$ cat src/rtl/ssl_pkg.sv
// ----------------------------------------------------------------------------
// Slot table package
// Shared types and constants for the slot table and its chain of slot cells.
// ----------------------------------------------------------------------------
package ssl_pkg;

  // Width of a slot position or a count. It holds the largest capacity (4096).
  localparam int POS_W = 13;

  typedef enum logic [1:0] {
    CMD_PUT    = 2'd0,
    CMD_LOOKUP = 2'd1,
    CMD_DELETE = 2'd2
  } cmd_t;

  // Search token handed from cell to cell.
  typedef struct packed {
    logic             valid;
    logic             found;
    logic [POS_W-1:0] idx;
  } token_t;

  // Operation broadcast to every cell while a token is in flight.
  typedef struct packed {
    cmd_t             op;
    logic [POS_W-1:0] lo;
    logic [POS_W-1:0] hi;
  } cell_cmd_t;

endpackage

$ cat src/rtl/ssl_cell.sv
// ----------------------------------------------------------------------------
// Slot cell
// Holds one slot of the table and passes the search token to its neighbor.
// ----------------------------------------------------------------------------
module ssl_cell #(
  parameter int VALUE_WIDTH = 32,
  parameter logic [ssl_pkg::POS_W-1:0] INDEX = '0
) (
  input  logic                   clk,
  input  logic                   rst,
  input  ssl_pkg::cell_cmd_t     cmd,
  input  logic [VALUE_WIDTH-1:0] key,
  input  ssl_pkg::token_t        tok_in,
  output ssl_pkg::token_t        tok_out,
  output logic                   full
);
  import ssl_pkg::*;

  logic [VALUE_WIDTH-1:0] store;
  logic                   match;
  logic                   take;

  always_comb begin
    case (cmd.op)
      CMD_PUT:    match = !full && (INDEX >= cmd.lo) && (INDEX < cmd.hi);
      CMD_LOOKUP: match = full && (store == key);
      CMD_DELETE: match = full && (INDEX == cmd.lo);
      default:    match = 1'b0;
    endcase
  end

  assign take = tok_in.valid && !tok_in.found && match;

  always_ff @(posedge clk) begin
    if (rst) begin
      full          <= 1'b0;
      tok_out.valid <= 1'b0;
    end else begin
      tok_out.valid <= tok_in.valid;
      if (take && cmd.op == CMD_PUT) begin
        full <= 1'b1;
      end else if (take && cmd.op == CMD_DELETE) begin
        full <= 1'b0;
      end
    end
    tok_out.found <= tok_in.found || take;
    tok_out.idx   <= take ? INDEX : tok_in.idx;
  end

  always_ff @(posedge clk) begin
    if (take && cmd.op == CMD_PUT) begin
      store <= key;
    end
  end

endmodule

$ cat src/rtl/sparse_slot_table.sv
// ----------------------------------------------------------------------------
// Sparse slot table
// Fixed table of slots with full flags: burst puts into a slot range,
// lookup of the lowest full slot holding a value, and delete of a slot.
// ----------------------------------------------------------------------------
// Usage: drive one command beat with start high while busy is low; the beat
// is taken at that clock edge. A put beat marked first_of_put opens a range
// of slots at slot spanning range_length slots; later put beats fill the
// next empty slots of that range. A lookup searches value, a delete clears
// slot.
// Every command gives exactly one result, shown for one cycle with done
// high; the receiver cannot stall it. Each command sends a token down a
// chain of CAPACITY slot cells, one cell per cycle, and busy drops in the
// same cycle that done rises: the next beat can be taken at the edge that
// ends the done cycle, so a new command is taken only once the last one,
// of any kind, has given its result.
// Reset empties every slot, closes any open put burst and clears the
// counts; stored values are kept only behind their full flags.
// ----------------------------------------------------------------------------
module sparse_slot_table #(
  parameter int CAPACITY    = 64,
  parameter int VALUE_WIDTH = 32
) (
  input  logic        clk,
  input  logic        rst,
  input  logic        start,
  output logic        busy,
  input  logic [1:0]  command,
  input  logic [5:0]  slot,
  input  logic [6:0]  range_length,
  input  logic        first_of_put,
  input  logic        last_of_put,
  input  logic [31:0] value,
  output logic        done,
  output logic        hit,
  output logic [5:0]  result_slot,
  output logic [6:0]  placed_total,
  output logic [6:0]  occupied_count,
  output logic        status,
  output logic        burst_done
);
  import ssl_pkg::*;

  localparam logic [POS_W-1:0] CAP = POS_W'(CAPACITY);

  token_t                 tok [0:CAPACITY];
  token_t                 tok_head;
  logic [CAPACITY-1:0]    full_vec;
  logic [CAPACITY:0]      tok_valid_vec;
  cell_cmd_t              cmd;
  logic [VALUE_WIDTH-1:0] key;
  logic                   last_q;
  logic                   status_q;

  logic [POS_W-1:0] fill_cursor, fill_cursor_next;
  logic [POS_W-1:0] fill_end, fill_end_next;
  logic [POS_W-1:0] burst_placed, burst_placed_next;
  logic [POS_W-1:0] full_count, full_count_next;

  logic             accept;
  logic             finish;
  logic [POS_W-1:0] range_sum;
  logic             range_over;
  logic [POS_W-1:0] range_end;
  cell_cmd_t        cmd_next;
  logic             status_next;
  logic             hit_next;
  logic [5:0]       slot_next;
  logic             done_put_next;

  assign accept     = start && !busy;
  assign finish     = tok[CAPACITY].valid;
  assign range_sum  = POS_W'(slot) + POS_W'(range_length);
  assign range_over = range_sum > CAP;
  assign range_end  = range_over ? CAP : range_sum;

  always_comb begin
    fill_cursor_next  = fill_cursor;
    fill_end_next     = fill_end;
    burst_placed_next = burst_placed;
    full_count_next   = full_count;
    cmd_next          = cmd;
    status_next       = status_q;
    hit_next          = 1'b0;
    slot_next         = '0;
    done_put_next     = 1'b0;
    if (accept) begin
      cmd_next.op = cmd_t'(command);
      cmd_next.lo = POS_W'(slot);
      cmd_next.hi = fill_end;
      status_next = 1'b0;
      if (cmd_t'(command) == CMD_PUT) begin
        cmd_next.lo = fill_cursor;
        if (first_of_put) begin
          status_next       = range_over && (range_length != '0);
          fill_cursor_next  = POS_W'(slot);
          fill_end_next     = range_end;
          burst_placed_next = '0;
          cmd_next.lo       = POS_W'(slot);
          cmd_next.hi       = range_end;
        end
      end
    end else if (finish) begin
      case (cmd.op)
        CMD_PUT: begin
          hit_next      = tok[CAPACITY].found;
          done_put_next = last_q;
          if (tok[CAPACITY].found) begin
            slot_next         = 6'(tok[CAPACITY].idx);
            fill_cursor_next  = tok[CAPACITY].idx + POS_W'(1);
            burst_placed_next = burst_placed + POS_W'(1);
            full_count_next   = full_count + POS_W'(1);
          end else begin
            fill_cursor_next = fill_end;
          end
          if (last_q) begin
            fill_cursor_next = fill_end;
          end
        end
        CMD_LOOKUP: begin
          hit_next = tok[CAPACITY].found;
          if (tok[CAPACITY].found) begin
            slot_next = 6'(tok[CAPACITY].idx);
          end
        end
        CMD_DELETE: begin
          hit_next = tok[CAPACITY].found;
          if (tok[CAPACITY].found) begin
            slot_next       = 6'(tok[CAPACITY].idx);
            full_count_next = full_count - POS_W'(1);
          end
        end
        default: begin
          hit_next = 1'b0;
        end
      endcase
    end
  end

  always_ff @(posedge clk) begin
    if (rst) begin
      busy           <= 1'b0;
      done           <= 1'b0;
      tok_head.valid <= 1'b0;
      fill_cursor    <= '0;
      fill_end       <= '0;
      burst_placed   <= '0;
      full_count     <= '0;
    end else begin
      tok_head.valid <= accept;
      done           <= finish;
      if (accept) begin
        busy <= 1'b1;
      end else if (finish) begin
        busy <= 1'b0;
      end
      fill_cursor  <= fill_cursor_next;
      fill_end     <= fill_end_next;
      burst_placed <= burst_placed_next;
      full_count   <= full_count_next;
    end
    tok_head.found <= 1'b0;
    tok_head.idx   <= '0;
  end

  always_ff @(posedge clk) begin
    cmd          <= cmd_next;
    status_q     <= status_next;
    hit          <= hit_next;
    result_slot  <= slot_next;
    burst_done   <= done_put_next;
    status       <= finish && (cmd.op == CMD_PUT) && status_q;
    if (accept) begin
      key    <= VALUE_WIDTH'(value);
      last_q <= last_of_put;
    end
  end

  assign tok[0]         = tok_head;
  assign placed_total   = 7'(burst_placed);
  assign occupied_count = 7'(full_count);

  for (genvar i = 0; i < CAPACITY; i++) begin : g_cell
    ssl_cell #(
      .VALUE_WIDTH(VALUE_WIDTH),
      .INDEX      (POS_W'(i))
    ) u_cell (
      .clk    (clk),
      .rst    (rst),
      .cmd    (cmd),
      .key    (key),
      .tok_in (tok[i]),
      .tok_out(tok[i+1]),
      .full   (full_vec[i])
    );
  end

  for (genvar i = 0; i <= CAPACITY; i++) begin : g_tok_valid
    assign tok_valid_vec[i] = tok[i].valid;
  end

  a_one_token: assert property (@(posedge clk) disable iff (rst)
    $onehot0(tok_valid_vec))
    else $error("More than one search token in the cell chain.");

  a_count_matches: assert property (@(posedge clk) disable iff (rst)
    !busy |-> ($countones(full_vec) == 32'(full_count)))
    else $error("Occupied count disagrees with the full flags.");

  a_count_bound: assert property (@(posedge clk) disable iff (rst)
    full_count <= CAP)
    else $error("Occupied count exceeds the capacity.");

  a_busy_after_accept: assert property (@(posedge clk) disable iff (rst)
    accept |=> busy && !done)
    else $error("Accepted beat did not raise busy.");

  a_slot_zero_on_miss: assert property (@(posedge clk) disable iff (rst)
    done && !hit |-> result_slot == '0)
    else $error("Result slot is nonzero on a miss.");

endmodule

$ cat config.mk
export PLATFORM = sky130hd
export DESIGN_NAME = sparse_slot_table
export DESIGN_NICKNAME = d
export VERILOG_FILES = /design/src/rtl/ssl_pkg.sv /design/src/rtl/ssl_cell.sv /design/src/rtl/sparse_slot_table.sv
export SDC_FILE = /design/constraint.sdc
export NUM_CORES = 2
export LEC_CHECK = 0
export ABC_CLOCK_PERIOD_IN_PS = 9300
export BUFFER_PORTS_ARGS = -buffer_cell sky130_fd_sc_hd__buf_2
export CORE_MARGIN = 8
export CORE_UTILIZATION = 40
export DETAILED_ROUTE_END_ITERATION = 16
export HOLD_SLACK_MARGIN = 0.06
export SKIP_CTS_REPAIR_TIMING = 1
export SLEW_MARGIN = 10
export SYNTH_ARGS = -nofsm -noshare
export SYNTH_HDL_FRONTEND = slang
export SYNTH_SLANG_ARGS = --single-unit
$ cat constraint.sdc
create_clock -name clk -period 9.3 [get_ports clk]
set_input_delay 1.86 -clock clk [delete_from_list [all_inputs] [get_ports clk]]
set_output_delay 1.86 -clock clk [all_outputs]
set_load 0.02 [all_outputs]
== After elaboration in Yosys (flattened, before gate mapping) ==
Index checks and enable logic that the tools add are counted.
Widths: inputs -> output; s select.
Storage, ports and cells
  flip-flop bits (word level): 2687
  bits of input ports: 52
  output and inout port bits: 25
  word-level logic and storage cells: 1611
Cells by class
  add/subtract/negate cells: 5
  order comparisons: 129
  eq/ne operators: 133
  multiplexer cells: 213
  bitwise logic cells: 6
  reduce and logical (&&, ||, !) cells: 788
Operators with widths (count)
  $eq 32x32->1: 64
  $logic_and 1x1->1: 515
  $eq 6x13->1 const A: 32
  $ge 6x13->1 const A: 32
  $lt 6x13->1 const A: 32
  $eq 5x13->1 const A: 16
  $ge 5x13->1 const A: 16
  $lt 5x13->1 const A: 16
  $mux 13: 15
  $pmux 1 s3: 64
  $reduce_bool 2->1: 68
  $mux 1: 130
  $logic_not 1->1: 128
  $eq 4x13->1 const A: 8
  $ge 4x13->1 const A: 8
  $lt 4x13->1 const A: 8
  $logic_or 1x1->1: 63
  $eq 3x13->1 const A: 4
  $ge 3x13->1 const A: 4
  $lt 3x13->1 const A: 4
  $mux 19: 2
  $add 13x1->13 const B: 2
  $eq 2x13->1 const A: 2
  $ge 1x13->1 const A: 2
  other kinds (25): 39

== Longest topological paths before layout ==
  depth after elaboration: 8
  gate-level depth with buffers: 12
  depth with buffers taken out: 10

== Worst setup path after synthesis ==
OpenSTA, ideal clock, no wires.
  path type: register to register
  start point: reg key[7]
  end point: reg g_cell[2].u_cell.store[0], enable pin
  library setup time: 470 ps
  arrival: 4876 ps
  data required time: 8830 ps
  path slack: 3954 ps
  stages on the path, launching flop included: 9
  path buffers: 2
  period minus slack after synthesis: 5346 ps
  cell sequence: edfxtp_1 -> buf_2 -> buf_2 -> xor2_1 -> nor4_1 -> nand4_1 -> nor2_1 -> o21ai_0 -> a211oi_1
On the way
  longest elaborated chain between the ends: 5
RTL lines
  from (decl): RTL line sparse_slot_table.sv:51  | logic [VALUE_WIDTH-1:0] key;
  from (signal assigned): RTL line sparse_slot_table.sv:174  | key <= VALUE_WIDTH'(value);
  $eq 32x32->1: RTL line ssl_cell.sv:26  | CMD_LOOKUP: match = full && (store == key);
  $logic_and 1x1->1: RTL line ssl_cell.sv:26
  $pmux 1 s3: RTL line ssl_cell.sv:24  | case (cmd.op)
  $logic_and 1x1->1: RTL line ssl_cell.sv:32  | assign take = tok_in.valid && !tok_in.found && match;
  $logic_and 1x1->1: RTL line ssl_cell.sv:51  | if (take && cmd.op == CMD_PUT) begin
  to (signal assigned): RTL line ssl_cell.sv:52  | store <= key;
  to (decl): RTL line ssl_cell.sv:19  | logic [VALUE_WIDTH-1:0] store;
No other way between the ends.
A chain may end at the register's enable or synchronous reset.

== Final worst setup path ==
  start point: reg, netlist name cmd[26]
  end point: reg g_cell[53].u_cell.store[26], enable pin
On the way
  longest elaborated chain between the ends: 4
  elaborated cells between the ends (all ways): 6
  classes of those cells: eq/ne (2); mux (1); reduce/logical (3)
RTL lines (RTL line)
  $eq 2x2->1 (tied with other cells): ssl_cell.sv:24
  $pmux 1 s3: ssl_cell.sv:24
  $logic_and 1x1->1: ssl_cell.sv:32
  $logic_and 1x1->1 (*): ssl_cell.sv:51
  to (signal assigned): ssl_cell.sv:52
  to (decl): ssl_cell.sv:19
Mark *: on every way between the ends. The rest lies on a longest branch, timed or not.

==> Flow_metrics.wiki <==
{| class="wikitable"
! Metric !! Value
|-
| Flip-flop cell with the highest count after synthesis || edfxtp_1
|-
| Top post-synthesis cells by count || edfxtp_1 (2100), xor2_1 (1126), xnor2_1 (931)
|-
| Worst hold start || g_cell[26].u_cell.tok_out[3]
|-
| First-pass GRT wire length || 431800 microns
|-
| Post-synthesis instance area || 108300 sq um
|-
| Fraction of final layout cells sized beyond drive strength 1 || a little under an eighth
|-
| Maximum vdd ir drop || 0.1219 mV
|-
| Number of enable flip-flop cells after synthesis || 2100
|-
| Yosys reg bits || 2655
|-
| Vias per cell || 5.363
|-
| Required arrival time at the worst endpoint || 9.84 ns
|-
| Fraction of registers with async set/reset || 0%
|-
| Overall fraction of global-route tracks in use || 20.32%
|-
| Path class of the lowest-slack min-delay path || register to register
|-
| Post-synth cell types || 110
|-
| DR WL/cell || 26.21 microns
|-
| Status || complete, no violations
|-
| # H-tree levels || 5
|-
| Synth-to-Final Area Change || 13.58%
|-
| Number of global-route vias before repair || 60460
|-
| Routed vias || 61140
|-
| CTS root buffer || clkbuf_16
|-
| Post-route clock skew || roughly 0.058 ns
|-
| Sequential fraction of the synthesis area || 68.47%
|-
| # clock sinks || 2655
|-
| Drc violations || 0
|-
| Number of top-level design ports || 77
|-
| Slowest stage cell on the critical path || o32ai_1
|-
| Maximum clock rate || 199.2 MHz
|-
| Number of nets with antenna violations after routing || 0
|-
| Slew at the pin closest to its max-slew limit || 1.240 ns
|-
| Die ar. || approximately 290000 sq um
|-
| Most frequent cell after synthesis || edfxtp_1
|-
| Estimated wirelength of the detail-placed design || 178500 microns
|-
| CP max FO || 41
|-
| Final Hold Vio Count || 0
|-
| Site Rows || 191
|-
| Kind of critical path || register to register
|-
| Power Density || 206.2 nW/um^2
|-
| Total Nets Final || 7678
|-
| Delay of the slowest critical-path stage || between 0.7 and 0.8 ns
|-
| Largest cells by area after synthesis || edfxtp_1 (58%), dfxtp_1 (10%), xor2_1 (9.1%)
|-
| Total iterations of the first detailed-routing run || 8
|-
| Endpoints failing setup || 0
|-
| Capture point of the worst reg-to-reg path || g_cell[53].u_cell.store[26]
|-
| Capturing element type of the critical path || register
|-
| Fraction of the core area covered by cells at the end of the flow || 45.57%
|-
| Count of cells along the worst register-to-register path || 10
|-
| Die Span X || about 540 microns
|-
| Number of stages on the worst hold path || 1
|-
| Number of I/O port buffers || 76
|-
| Min cycle time layout || 5.021 ns
|-
| Max Transition Viols Final || 0
|-
| Mapped Avg Cell Area || ~15 sq um
|-
| Register-to-register setup slack || 4.28 ns
|-
| Post-Syn Nets || ~7400
|-
| Cell accounting for the most synthesized area || edfxtp_1
|-
| Worst slack at placement || 4.502 ns
|-
| Routability-driven placement congestion ratio || between 0.9 and 1
|-
| Clock latency of the later-clocked register in the worst-skew pair || 0.92 ns
|-
| Arrival @ worst endpoint || 5.56 ns
|-
| # Max-Cap Violations || 0
|-
| Cells after Synth || 7341
|-
| Largest net degree at the start of global routing || 75
|-
| Area of the core || 270000 sq um
|-
| Setup slack after layout || 4.279 ns
|-
| Kind of start point of the critical path || register
|-
| Number of antenna violations at the first check in global routing || 9
|-
| Clock Pin Slew Worst Setup and Hold Paths || 0.06 ns
|-
| Worst min-delay path endpoint || g_cell[27].u_cell.tok_out[3]
|-
| Clock tree from TritonCTS || done
|-
| Starting Density || 40.12%
|-
| Final sum of negative setup slack || 0 ns
|-
| Beginning of the worst register-to-register path || cmd[26]
|-
| Static Leak || 40.98 nW
|-
| DRT Wirelength || 298800 microns
|-
| Dominant cell type by count on the critical path || buf_4
|-
| Relative slew margins || approximately 17%
|-
| Initial DRC count || 5890
|-
| Fin crit share || between 50% and 60%
|-
| List of cells traversed by the critical path || inv_1, ha_4, buf_4, buf_4, and2_0, nand3_1, o32ai_1, a31oi_2, nor2_2, buf_4
|-
| Count of yosys warnings during synthesis || 0
|-
| Max Root-Sink Buffers || 4
|-
| Power, Total || between 0.02 and 0.03 W
|-
| RSZ-0062 raised after global routing || no
|-
| Total CTS buffers || approximately 290
|-
| Share of the synthesized area in the top cell type || 58.21%
|-
| Sum of overflow across all layers after global routing || 0
|-
| Die Span Y || 536.4 microns
|}
-- metrics by stage --
step / hold WS [ns] / std cells / instance area (sq um)
after global placement: 0.3884 / 10880 / 114000
final: 0.3874 / 11400 / 123100
after CTS: 0.3883 / 11400 / 123000
after global routing: 0.3983 / 11400 / 123000
after detailed placement: 0.3909 / 10880 / 114000
after floorplan: 0.3863 / 7341 / 108300
-- sequential cells by signal (all words and copies together), names as in the netlist, 6 cells and up --
| register | count |
|---|---|
| burst_placed | 7 |
| cmd | 18 |
| fill_cursor | 8 |
| fill_end | 8 |
| full_count | 7 |
| g_cell.u_cell.full | 64 |
| g_cell.u_cell.store | 2048 |
| g_cell.u_cell.tok_out | 449 |
| key | 32 |
| result_slot | 6 |
-- metal layers --
layer  global-route usage (%)  vias to the layer above  part of all wire (%)  wire (microns)
met1                    28.22                    31380                    44          132100
li1                         -                    27180                     -               -
met2                    32.97                     2076                    47          139100
met3                    3.582                      501                   6.5           19330
met4                    5.515                        6                   2.7            8185
met5                        0                        -                 0.014              42
-- worst max-delay path by stage --
stage / from / to / slack (ns)
final: cmd[26] / g_cell[53].u_cell.store[26] / 4.28
after detailed placement: cmd[26] / g_cell[53].u_cell.store[23] / 4.50
after floorplan: key[7] / g_cell[2].u_cell.store[0] / 3.95
after global placement: cmd[26] / g_cell[53].u_cell.store[0] / 4.57
after global routing: cmd[26] / g_cell[53].u_cell.store[6] / 4.26
after CTS: cmd[26] / g_cell[53].u_cell.store[26] / 4.47
-- power by group --
| part | switching, W | leakage (nW) | internal [W] | total [W] |
|---|---|---|---|---|
| clock | 0.00456 | 4.47 | 0.00651 | 0.0111 |
| sequential | 0.0000294 | 23.4 | 0.0128 | 0.0129 |
| combinational | 0.00103 | 13.1 | 0.000411 | 0.00145 |
| total | 0.00562 | 41.0 | 0.0198 | 0.0254 |
-- layout make-up --
cell class                 count  area [sq um]
timing repair buffer         296          2685
sequential                  2655         74170
clock inverter               129          1045
tap                         3570          4467
antenna                        3         7.507
clock buffer                 385          8036
fill                       23620        147000
inverter                      90         339.1
multi-input combinational   4272         32300
-- worst max-delay path, delay by kind of cell, from the launching register on --
kind                     cells  cell delay [ns]
AO/OA/AOI/OAI                2             1.04
flip-flops                   1             0.41
AND/OR/NAND/NOR              3             1.09
buffers and inverters        4             1.64
adder cells (fa/ha/maj)      1             0.41
-- logic make-up (layout without fill, tap and decap cells) --
kind of cell,Yosys count,after routing,share of synthesized area (%)
AOI/OAI and AO/OA,376,376,2.652
xor gates and xnor gates,2057,2057,16.63
adders and majority gates,18,18,0.2217
buffers and inverters,414,900,1.928
DFF,2655,2655,68.47
muxes,14,14,0.1363
other,0,3,0
and+or+nand+nor,1807,1807,9.967
-- placed cells by master, fill, tap and decap left out, types with 44 or more instances in the layout --
cell type,Yosys,final
a21oi_1,52,49
and2_1,124,124
buf_12,0,52
buf_2,184,75
buf_4,77,169
clkbuf_1,52,65
clkbuf_16,0,303
clkinv_1,1,53
clkinv_2,0,49
dfxtp_1,555,555
edfxtp_1,2100,2100
inv_1,88,86
nand2_1,105,104
nand2b_1,147,147
nand3_1,114,114
nand4_1,288,288
nor2_1,181,141
nor2_2,4,44
nor2b_1,97,95
nor3_1,95,94
nor4_1,329,329
o21ai_0,54,53
or2_2,98,98
or3_1,44,44
xnor2_1,931,931
xor2_1,1126,1126
Note: power is estimated with default switching activity, not from simulation.
